$ cat src/hw/rtl/mec_pkg.sv
// shared types, constants and the hue table of the mandelbrot escape colour block
package mec_pkg;

  localparam int FRAC_BITS = 24;

  localparam int COORD_W = 8;
  localparam int CFG_W   = 32;
  localparam int CFG_IDX_W = 2;
  localparam int ORG_W   = 32;
  localparam int STEP_W  = 31;
  localparam int CPROD_W = COORD_W + STEP_W;
  localparam int C_W     = CPROD_W + 2;

  // z saturates at +-2048, so it needs 12 integer bits and a sign
  localparam int Z_W    = FRAC_BITS + 13;
  localparam int LO_W   = 18;
  localparam int HI_W   = Z_W - LO_W;
  localparam int PP_W   = 2 * HI_W;
  localparam int PROD_W = 2 * Z_W;
  localparam int SQ_W   = FRAC_BITS + 24;
  localparam int RI_W   = FRAC_BITS + 25;
  localparam int SUM_W  = RI_W + 1;
  localparam int MAG_W  = SQ_W;

  localparam int CNT_W = 6;
  localparam int ESC_W = 5;
  localparam int COL_W = 8;

  localparam logic signed [SUM_W-1:0] Z_LIMIT = SUM_W'(64'sd2048 <<< FRAC_BITS);
  localparam logic [MAG_W-1:0] ESC_LIMIT  = MAG_W'(64'd1000000 << FRAC_BITS);
  localparam logic [MAG_W-1:0] SLOW_LIMIT = MAG_W'(64'd4 << FRAC_BITS);

  localparam logic [CNT_W-1:0] SLOW_HUE = CNT_W'(20);

  localparam logic [COL_W-1:0] DARK_RED   = 8'd43;
  localparam logic [COL_W-1:0] DARK_GREEN = 8'd44;
  localparam logic [COL_W-1:0] DARK_BLUE  = 8'd90;
  localparam logic [COL_W-1:0] FULL       = 8'd255;

  typedef enum logic [CFG_IDX_W-1:0] {
    CFG_REAL_ORIGIN = 2'd0,
    CFG_IMAG_ORIGIN = 2'd1,
    CFG_REAL_STEP   = 2'd2,
    CFG_IMAG_STEP   = 2'd3
  } cfg_idx_t;

  typedef enum logic [1:0] {
    REGION_INSIDE  = 2'd0,
    REGION_ESCAPED = 2'd1,
    REGION_SLOW    = 2'd2
  } region_t;

  // one pixel as it travels down the cell chain
  typedef struct packed {
    logic [COORD_W-1:0]      x;
    logic [COORD_W-1:0]      y;
    logic signed [C_W-1:0]   cr;
    logic signed [C_W-1:0]   ci;
    logic signed [Z_W-1:0]   zr;
    logic signed [Z_W-1:0]   zi;
    logic [MAG_W-1:0]        mag;
    logic                    done;
    logic [CNT_W-1:0]        count;
  } item_t;

  typedef struct packed {
    logic [COL_W-1:0] red;
    logic [COL_W-1:0] green;
    logic [COL_W-1:0] blue;
  } rgb_t;

  typedef struct packed {
    logic [COORD_W-1:0] x;
    logic [COORD_W-1:0] y;
    rgb_t               col;
    logic [ESC_W-1:0]   escape_count;
    region_t            region;
  } res_t;

  // 255 * xs / 6, truncated
  function automatic logic [COL_W-1:0] hue_level(input logic [2:0] xs);
    logic [COL_W-1:0] v;
    case (xs)
      3'd0:    v = 8'd0;
      3'd1:    v = 8'd42;
      3'd2:    v = 8'd85;
      3'd3:    v = 8'd127;
      3'd4:    v = 8'd170;
      3'd5:    v = 8'd212;
      3'd6:    v = 8'd255;
      default: v = 8'd0;
    endcase
    return v;
  endfunction

  // hue in tens of degrees, full saturation and value
  function automatic rgb_t hue_to_rgb(input logic [CNT_W-1:0] tens);
    logic [2:0]       sec;
    logic [2:0]       j;
    logic [COL_W-1:0] up;
    logic [COL_W-1:0] dn;
    rgb_t             c;
    if (tens < CNT_W'(6)) begin
      sec = 3'd0;
      j   = tens[2:0];
    end else if (tens < CNT_W'(12)) begin
      sec = 3'd1;
      j   = 3'(tens - CNT_W'(6));
    end else if (tens < CNT_W'(18)) begin
      sec = 3'd2;
      j   = 3'(tens - CNT_W'(12));
    end else if (tens < CNT_W'(24)) begin
      sec = 3'd3;
      j   = 3'(tens - CNT_W'(18));
    end else if (tens < CNT_W'(30)) begin
      sec = 3'd4;
      j   = 3'(tens - CNT_W'(24));
    end else begin
      sec = 3'd5;
      j   = 3'(tens - CNT_W'(30));
    end
    up = hue_level(j);
    dn = hue_level(3'(3'd6 - j));
    case (sec)
      3'd0:    c = '{red: FULL,  green: up,    blue: 8'd0};
      3'd1:    c = '{red: dn,    green: FULL,  blue: 8'd0};
      3'd2:    c = '{red: 8'd0,  green: FULL,  blue: up};
      3'd3:    c = '{red: 8'd0,  green: dn,    blue: FULL};
      3'd4:    c = '{red: up,    green: 8'd0,  blue: FULL};
      3'd5:    c = '{red: FULL,  green: 8'd0,  blue: dn};
      default: c = '{red: 8'd0,  green: 8'd0,  blue: 8'd0};
    endcase
    return c;
  endfunction

endpackage

$ cat src/hw/rtl/mec_colour.sv
// region decision, hue lookup and the output register
module mec_colour (
  input  logic            clk,
  input  logic            rst_n,
  input  logic            en,
  input  logic            in_v,
  input  mec_pkg::item_t  in_item,
  output logic            out_v,
  output mec_pkg::res_t   res
);

  logic           out_v_r;
  mec_pkg::res_t  res_r;
  mec_pkg::res_t  res_nxt;

  always_comb begin
    res_nxt.x            = in_item.x;
    res_nxt.y            = in_item.y;
    res_nxt.escape_count = in_item.count[mec_pkg::ESC_W-1:0];
    if (in_item.done) begin
      res_nxt.region = mec_pkg::REGION_ESCAPED;
      res_nxt.col    = mec_pkg::hue_to_rgb(in_item.count);
    end else if (in_item.mag > mec_pkg::SLOW_LIMIT) begin
      res_nxt.region = mec_pkg::REGION_SLOW;
      res_nxt.col    = mec_pkg::hue_to_rgb(mec_pkg::SLOW_HUE);
    end else begin
      res_nxt.region = mec_pkg::REGION_INSIDE;
      res_nxt.col    = '{red: mec_pkg::DARK_RED, green: mec_pkg::DARK_GREEN,
                         blue: mec_pkg::DARK_BLUE};
    end
  end

  always_ff @(posedge clk) begin
    if (!rst_n) begin
      out_v_r <= 1'b0;
    end else if (en) begin
      out_v_r <= in_v;
    end
  end

  always_ff @(posedge clk) begin
    if (en) begin
      res_r <= res_nxt;
    end
  end

  assign out_v = out_v_r;
  assign res   = res_r;

endmodule

$ cat config.mk
export PLATFORM = sky130hd
export DESIGN_NAME = mec_colour
export DESIGN_NICKNAME = d
export VERILOG_FILES = /design/src/hw/rtl/mec_pkg.sv /design/src/hw/rtl/mec_colour.sv
export SDC_FILE = /design/constraint.sdc
export NUM_CORES = 1
export LEC_CHECK = 0
export ABC_CLOCK_PERIOD_IN_PS = 6300
export BUFFER_PORTS_ARGS = -buffer_cell sky130_fd_sc_hd__buf_2
export CAP_MARGIN = 20
export CORE_AREA = 2 2 109 111
export CTS_BUF_LIST = sky130_fd_sc_hd__clkbuf_4
export DETAILED_ROUTE_END_ITERATION = 8
export DIE_AREA = 0 0 111 113
export GPL_TIMING_DRIVEN = 0
export SLEW_MARGIN = 15
export SYNTH_ARGS = -nofsm -noshare
export SYNTH_HDL_FRONTEND = slang
export SYNTH_SLANG_ARGS = --single-unit
export TNS_END_PERCENT = 50
$ cat constraint.sdc
create_clock -name clk -period 6.3 [get_ports clk]
set_input_delay 0.945 -clock clk [delete_from_list [all_inputs] [get_ports clk]]
set_output_delay 0.945 -clock clk [all_outputs]
set_load 0.02 [all_outputs]
==> reports/results.ini, run 1 <==
[critical_path]
cpLargestDelayFamily = compound AO/OA/AOI/OAI gates
path_class = primary input to flop
crit_path_top_delay_cell = or3b_2
worst_ep_arrival_time_ns = 4.01
worstSetupEndpointType = flop
cp.required_ns = 6.41
crit_chain = buf_2 > buf_6 > or3b_2 > a211oi_2 > or3_1 > inv_2 > ha_1 > maj3_1 > a211o_1 > a211oi_1 > o211ai_1 > and2_1
cpPeakStageDelay_ns = 0.47
cp_max_fo = 10
cp-start-kind = primary input
cp_num_buf_inv = 3

[placed_design]
dp_hpwl_mm = 6.92
port_buffers = 122
gp_congestion = 0.893

[clock_tree]
htree_levels = 2
postCtsResizedCells = 0
cts_setup_buffers = 0
root_buffer = clkbuf_4
clkLatencyLatePin_ns = 0.34
cts_made_buffers = 5
clockBufferDepth = 2
hold_buffers = 0
cts_tree = done
clk_pin_slew_ns = 0.11
cts.sinks = 40

[grt]
grtUsageTotal_pct = 13.1
grt_pass1_wl_mm = 12.6
antenna_found_initial = 1
grt_start_max_net_pins = 41
grt_pass1_vias = 2324
overflow = 0

[power_and_ir_drop]
power_density_nw_per_um2 = 216
leakage_nw = 1.34
ir_drop_v = 0.000109

[finish]
fin_util_pct = 29.3
drive_above_1_share_pct = 45.1
syn2layout_area_growth_pct = 36.9
nets = 591

[detailed_routing]
wl_per_cell_um = 16.9
num_vias = 2448
drtPass1Iterations = 5
finalWirelength_mm = 8.49
ant_nets = 0
vias_per_cell = 4.87
drc = 0
drt-initial-drc-count = 192

[min_path]
hold_path.class = flop to flop

[timing]
fmax_mhz = 256
slew_headroom_pct = 42.6
finClkSkew_ns = 0
hold_viol_final = 0
fin_crit_ns = 3.90
setup_tns_ns = 0
slew_violations = 0
finalCritPeriodShare_pct = 61.9
setup_violations = 0
tightest_slew_ns = 0.861
rsz0062_at_grt = false

[die]
die-height_um = 113
io_pins = 279
dieArea_um2 = 12500
initial_core_util_pct = 21.4
row_count = 39
core_um2 = 11300
die_w_um = 111

[logic_synthesis]
synth_area_um2 = 2410
synth.distinct_cells = 66
async_reset_ff_share_pct = 0
yosys_register_bits = 40
syn_inst = 230
avgSynthCellArea_um2 = 10.5
syn-num-nets = 462
yosysWarnings = 0
ys_seq_area_share_pct = 49.4
synthFlopType = edfxtp_1
synth_edf_count = 39

[run_status]
status = complete, no violations

[flow_run]
drv_cap = 0

-- per-stage QoR --
step	cell area (um^2)	power [mW]	hold slack (ns)	worst slack, ns	std cells
2_1_floorplan	2410	0.439	0.589	2.65	230
6_report	3300	0.715	0.529	2.40	503
5_1_grt	3300	0.748	0.572	2.31	502
3_3_place_gp	3200	0.519	0.497	2.11	495
4_1_cts	3300	0.719	0.539	2.47	502
3_5_place_dp	3200	0.520	0.509	2.11	495
-- flip-flops by register name, summed over array words and instances, names as in the netlist --
register,count
res,39
out_v,1
-- cell usage after synthesis, types with 2 or more instances --
library cell   n  share of area [%]
nand2b_1       4                1.0
nor4_1        12                3.1
xnor2_1        2               0.73
a31oi_1        3               0.78
nor2b_1        3               0.78
nand3_1        9                1.9
and3_1         2               0.52
buf_2          6                1.2
nor3_1         6                1.2
and2_1         3               0.78
a41oi_1        2               0.73
o31ai_1        3               0.93
a21oi_1       12                2.5
nand2_1       15                2.3
nor2_1        11                1.7
nand3b_1       4                1.2
nor3b_1        2               0.62
o21ai_0       10                2.1
o311ai_1       2               0.73
o2111ai_1      3                1.1
or3b_2         3                1.1
clkbuf_1       4               0.62
or3_1          2               0.52
nand4_1        4                1.0
buf_4         11                3.4
o22ai_1        2               0.52
buf_6          2               0.93
o21a_1         2               0.62
buf_1          2               0.31
edfxtp_1      39                 49
o211ai_1       3               0.93
inv_1          8                1.2
-- layout make-up --
class	count	area, um^2
buffer	25	158
multi-input combinational	156	1030
antenna	1	2.50
sequential	40	1190
clock buffer	5	37.5
timing repair buffer	122	611
fill	1179	7970
clock inverter	2	60.1
inverter	9	33.8
tap	143	179
-- routing by layer --
layer	vias up	part of all wire [%]	global-route usage, %
li1	1151	-	-
met5	-	0	0
met2	156	43	20.6
met1	1130	42	17.1
met4	0	1.4	3.50
met3	11	13	4.82
-- where the power goes --
group	switching [mW]	total, mW	internal [mW]
Combinational	0.116	0.187	0.0709
Sequential	0.00920	0.327	0.318
Clock	0.0787	0.200	0.121
-- cells by family (layout without fill, tap and decap cells) --
kind of cell,count (synthesis),in the layout,share of synthesized area [%]
flops,40,40,49.4
other cells,0,1,0
compound gates,61,61,18.7
buf+inv,34,163,7.94
fa+ha+maj,2,2,0.934
xor+xnor,2,2,0.726
mux,1,1,0.415
simple gates,90,90,21.9
-- final timing paths --
path	start	endpoint	slack [ns]	depth (start not counted)
worst max-delay path	in_item[2]	res[9]$_DFFE_PP_	2.40	12
worst min-delay path	out_v$_SDFFE_PN0P_	out_v$_SDFFE_PN0P_	0.53	2
worst min register to register	out_v$_SDFFE_PN0P_	out_v$_SDFFE_PN0P_	0.53	2
worst max register to register	out_v$_SDFFE_PN0P_	out_v$_SDFFE_PN0P_	5.70	2
-- cells in the final DEF, fill, tap and decap left out, drive strengths merged, types with 3 or more instances in the layout --
master and n:
nor4 12, nand3 9, o311ai 3, nor3 6, nor2b 3, nand3b 4
o2111ai 3, nand2 15, nor2 11, clkbuf 9, a21oi 14, and2 3
inv 9, o31ai 3, nand4 4, a31oi 3, nand2b 4, buf 143
edfxtp 39, o21ai 11, o211ai 3, or3b 3
-- worst min-delay path: cells and delay by family, from the launching register on --
family	cells	cell delay [ns]
simple gates	1	0.09
mux	1	0.07
flops	1	0.34
Note: power is estimated with default switching activity, not from simulation.
==> inputs of run 2 (changes only) <==
ABC_CLOCK_PERIOD_IN_PS = 3400   (was 6300)
clock period = 3.4 ns   (was 6.3 ns; I/O delays follow)
==> run 2 against run 1 <==
  * Non-clock buffer count unchanged
  * Sequential share of layout area decreased by 0.27 points
  * First-iteration DRC count decreased by 25%
  * Clock skew unchanged
  * Cell area increased by 0.76%
  * Worst hold slack got worse by 0.19 ns
  * Count of clock-buffer cells in the layout unchanged
  * Via count decreased by 1.3%
  * Die area unchanged
  * Flip-flop and latch count unchanged
  * Power increased by 86%
==> reports/results.ini, run 2 (synthesis gave the netlist of run 1 again) <==
[run_status]
status = complete, no violations

[grt]
use_met2_pct = 20.6
grtUsageTotal_pct = 13.1
grt_pass1_vias = 2324
top_usage_layer = met2
overflow = 0
antenna_found_initial = 1
grt_start_max_net_pins = 41
grt_use_met1_pct = 17.1
use_met3_pct = 4.82
grt_pass1_wl_mm = 12.6

[placed_design]
dp_hpwl_mm = 6.92
port_buffers = 122
gp_congestion = 0.893
dpl.cell_count = 495

[finish]
syn2layout_area_growth_pct = 37.9
largest_reg_flops = 39
drive_above_1_share_pct = 46.0
fin_cells = 503
final_cell_mix = buf_2, edfxtp_1, nand2_1
nets = 591
fin_util_pct = 29.5
final_common_cell = buf_2

[power_and_ir_drop]
seq_power_share_pct = 45.6
leakage_nw = 1.35
power.internal_mw = 0.948
total_power_mw = 1.33
swShare_pct = 28.7
ir_drop_v = 0.000203
switchingPower_mw = 0.381
pwr-share-comb_pct = 26.4
power_density_nw_per_um2 = 400
clkPwrFrac_pct = 28.0

[critical_path]
crit_chain = buf_2 > buf_6 > or3b_2 > a211oi_4 > or3_4 > inv_2 > ha_1 > maj3_1 > a211o_1 > a211oi_2 > o211ai_1 > and2_1
worstSetupEndpointType = flop
cp_max_fo = 10
path_class = primary input to flop
worst_ep_arrival_time_ns = 3.39
cp-start-kind = primary input
cp.required_ns = 3.51
cpPeakStageDelay_ns = 0.50
crit_path_top_delay_cell = or3b_2

[detailed_routing]
ant_nets = 0
wl_per_cell_um = 16.9
num_vias = 2417
vias_per_cell = 4.81
drc = 0
finalWirelength_mm = 8.51
drt-initial-drc-count = 144
drtPass1Iterations = 4

[flow_run]
drv_cap = 0

[timing]
tightest_slew_ns = 0.873
slew_violations = 0
setup_violations = 0
holdWs_ns = 0.340
slew_headroom_pct = 41.8
finalCritPeriodShare_pct = 96.4
finClkSkew_ns = 0
rsz0062_at_grt = false
fmax_mhz = 305
fin_crit_ns = 3.28
hold_viol_final = 0

[die]
dieArea_um2 = 12500
initial_core_util_pct = 21.4
die-height_um = 113
io_pins = 279
row_count = 39
die_w_um = 111
core_um2 = 11300

[clock_tree]
clkLatencyLatePin_ns = 0.34
cts.sinks = 40
root_buffer = clkbuf_4
htree_levels = 2
cts_tree = done
hold_buffers = 0
clockBufferDepth = 2
clk_pin_slew_ns = 0.11
cts_made_buffers = 5

[min_path]
hold_path.class = primary input to flop

## run 2: cell counts in the layout (fill, tap and decap cells not counted)
Identical to the previous run, type by type.
## run 2: power groups by stage
stage               Clock, mW  Sequential [mW]  Combinational, mW
CTS                     0.378            0.608              0.346
finish                  0.372            0.606              0.351
global placement            0            0.618              0.344
detailed placement          0            0.618              0.345
global route            0.399            0.612              0.380
floorplan                   0            0.669              0.144
## run 2: worst paths after layout
path	slack, ns	end	start	cells after the start
max	0.12	res[9]$_DFFE_PP_	in_item[2]	12
min	0.34	res[44]$_DFFE_PP_	in_item[224]	1
max reg2reg	2.80	out_v$_SDFFE_PN0P_	out_v$_SDFFE_PN0P_	2
min reg2reg	0.53	out_v$_SDFFE_PN0P_	out_v$_SDFFE_PN0P_	2
## run 2: stage by stage
step | cell area (um^2) | TNS, ns | setup WS (ns)
2_1_floorplan | 2410 | 0 | 0.183
3_3_place_gp | 3200 | -0.879 | -0.354
3_5_place_dp | 3200 | -0.881 | -0.356
4_1_cts | 3300 | 0 | 0.00636
5_1_grt | 3320 | 0 | 0.0122
6_report | 3330 | 0 | 0.123
## run 2: what timing repair did
| action | CTS | global route |
|---|---|---|
| setup endpoints to repair | 0 | 2 |
| buffers inserted | 0 | 0 |
| resized for setup | 0 | 4 |
## run 2: worst max-delay path: cells and delay by family
kind / cells / cell delay, ns
AOI/OAI and AO/OA: 4 / 1.09
and+or+nand+nor: 3 / 0.90
adders and majority gates: 2 / 0.60
buffers and inverters: 3 / 0.28
## run 2: cell type report
| type | count | area (um^2) |
|---|---|---|
| antenna | 1 | 2.50 |
| buffer | 25 | 158 |
| clock buffer | 5 | 37.5 |
| clock inverter | 2 | 60.1 |
| fill | 1180 | 7950 |
| inverter | 9 | 33.8 |
| multi-input combinational | 156 | 1050 |
| sequential | 40 | 1190 |
| tap | 143 | 179 |
| timing repair buffer | 122 | 611 |
## run 2: metal layers
metal	wire length (um)	vias up
li1	-	1148
met1	3710	1114
met2	3680	142
met3	994	13
met4	123	0
met5	0	-
==> inputs of run 3 (changes only) <==
PLACE_DENSITY = 0.54   (was unset)
==> run 3 against run 2 <==
  * Power shrank 5.1%
  * Cell area shrank 0.60%
  * Sequential power grew 0.7%
  * Utilization shrank 0.18 points
==> reports/results.ini, run 3 (synthesis gave the netlist of run 1 again) <==
[run_status]
status = complete, no violations

[power_and_ir_drop]
ir_drop_v = 0.000163
leakage_nw = 1.34
power_density_nw_per_um2 = 381

[timing]
holdWs_ns = 0.328
setup_violations = 0
fin_crit_ns = 3.27
fmax_mhz = 306
tightest_slew_ns = 0.863
finClkSkew_ns = 0
slew_headroom_pct = 42.5
finalCritPeriodShare_pct = 96.1
hold_viol_final = 0
slew_violations = 0

[finish]
largest_reg_flops = 39
post-route-cell-area_um2 = 3310
nets = 591
drive_above_1_share_pct = 46.1
final_common_cell = buf_2
antenna_cells = 0
final_cell_mix = buf_2, edfxtp_1, nand2_1
syn2layout_area_growth_pct = 37.1

[clock_tree]
htree_levels = 2
clk_pin_slew_ns = 0.11
postCtsResizedCells = 0
cts_setup_buffers = 0
root_buffer = clkbuf_4
clockBufferDepth = 2
hold_buffers = 0
clkLatencyLatePin_ns = 0.35
cts_tree = done
cts.sinks = 40
cts_made_buffers = 5

[detailed_routing]
ant_nets = 0
finalWirelength_mm = 7.91
drtPass1Iterations = 4
wl_per_cell_um = 15.7
drt-initial-drc-count = 159
drc = 0
vias_per_cell = 4.70
num_vias = 2365

[placed_design]
dp_hpwl_mm = 6.37
place_area_um2 = 3200
port_buffers = 122
gp_congestion = 0.897

[die]
initial_core_util_pct = 21.4
io_pins = 279
dieArea_um2 = 12500
row_count = 39
core_um2 = 11300
die_w_um = 111
die-height_um = 113

[critical_path]
worst_ep_arrival_time_ns = 3.38
cp_max_fo = 10
path_class = primary input to flop
cp-start-kind = primary input
cp.required_ns = 3.51
worstSetupEndpointType = flop

[grt]
antenna_found_initial = 0
grtUsageTotal_pct = 12.4
grt_start_max_net_pins = 41
grt_pass1_wl_mm = 12.2
overflow = 0
grt_pass1_vias = 2251

[min_path]
hold_path.class = primary input to flop

[flow_run]
drv_cap = 0

-- run 3: critical path, stage by stage --
cell      delay [ns]
buf_2           0.11
buf_6           0.13
or3b_2          0.51
a211oi_4        0.33
or3_4           0.20
inv_2           0.04
ha_1            0.23
maj3_1          0.35
a211o_1         0.32
a211oi_2        0.29
o211ai_1        0.16
and2_1          0.19
-- run 3: report_power, final --
group          leakage (nW)  internal (mW)  switching (mW)
Clock                0.0456          0.162           0.148
Sequential            0.390          0.590          0.0200
Combinational         0.905          0.134           0.208
-- run 3: routing by layer --
metal	wire [um]	track usage [%]	vias to the layer above
met5	0	0	-
met2	3400	19.0	130
met4	91	3.33	0
li1	-	-	1151
met3	665	2.09	6
met1	3760	18.2	1078
-- run 3: final timing paths --
kind / start / to / slack, ns / depth (start not counted)
worst max-delay path: in_item[2] / res[9]$_DFFE_PP_ / 0.13 / 12
worst min-delay path: in_item[223] / res[43]$_DFFE_PP_ / 0.33 / 1
worst max register to register: out_v$_SDFFE_PN0P_ / out_v$_SDFFE_PN0P_ / 2.81 / 2
worst min register to register: out_v$_SDFFE_PN0P_ / out_v$_SDFFE_PN0P_ / 0.53 / 2
-- run 3: cell type report --
class | count | area, um^2
fill | 1181 | 7970
sequential | 40 | 1190
multi-input combinational | 156 | 1050
timing repair buffer | 122 | 611
tap | 143 | 179
buffer | 25 | 158
clock buffer | 6 | 45.0
clock inverter | 2 | 35.0
inverter | 9 | 33.8
-- run 3: per-stage QoR --
step | cells | setup TNS, ns | utilization, % | power [mW] | setup slack (ns)
2_1_floorplan | 230 | 0 | - | 0.813 | 0.183
3_3_place_gp | 495 | -0.806 | 28.4 | 0.957 | -0.322
3_5_place_dp | 495 | -0.805 | 28.4 | 0.959 | -0.325
4_1_cts | 503 | 0 | 29.1 | 1.27 | 0.0458
5_1_grt | 503 | -0.0104 | 29.3 | 1.32 | -0.0104
6_report | 503 | 0 | 29.3 | 1.26 | 0.133
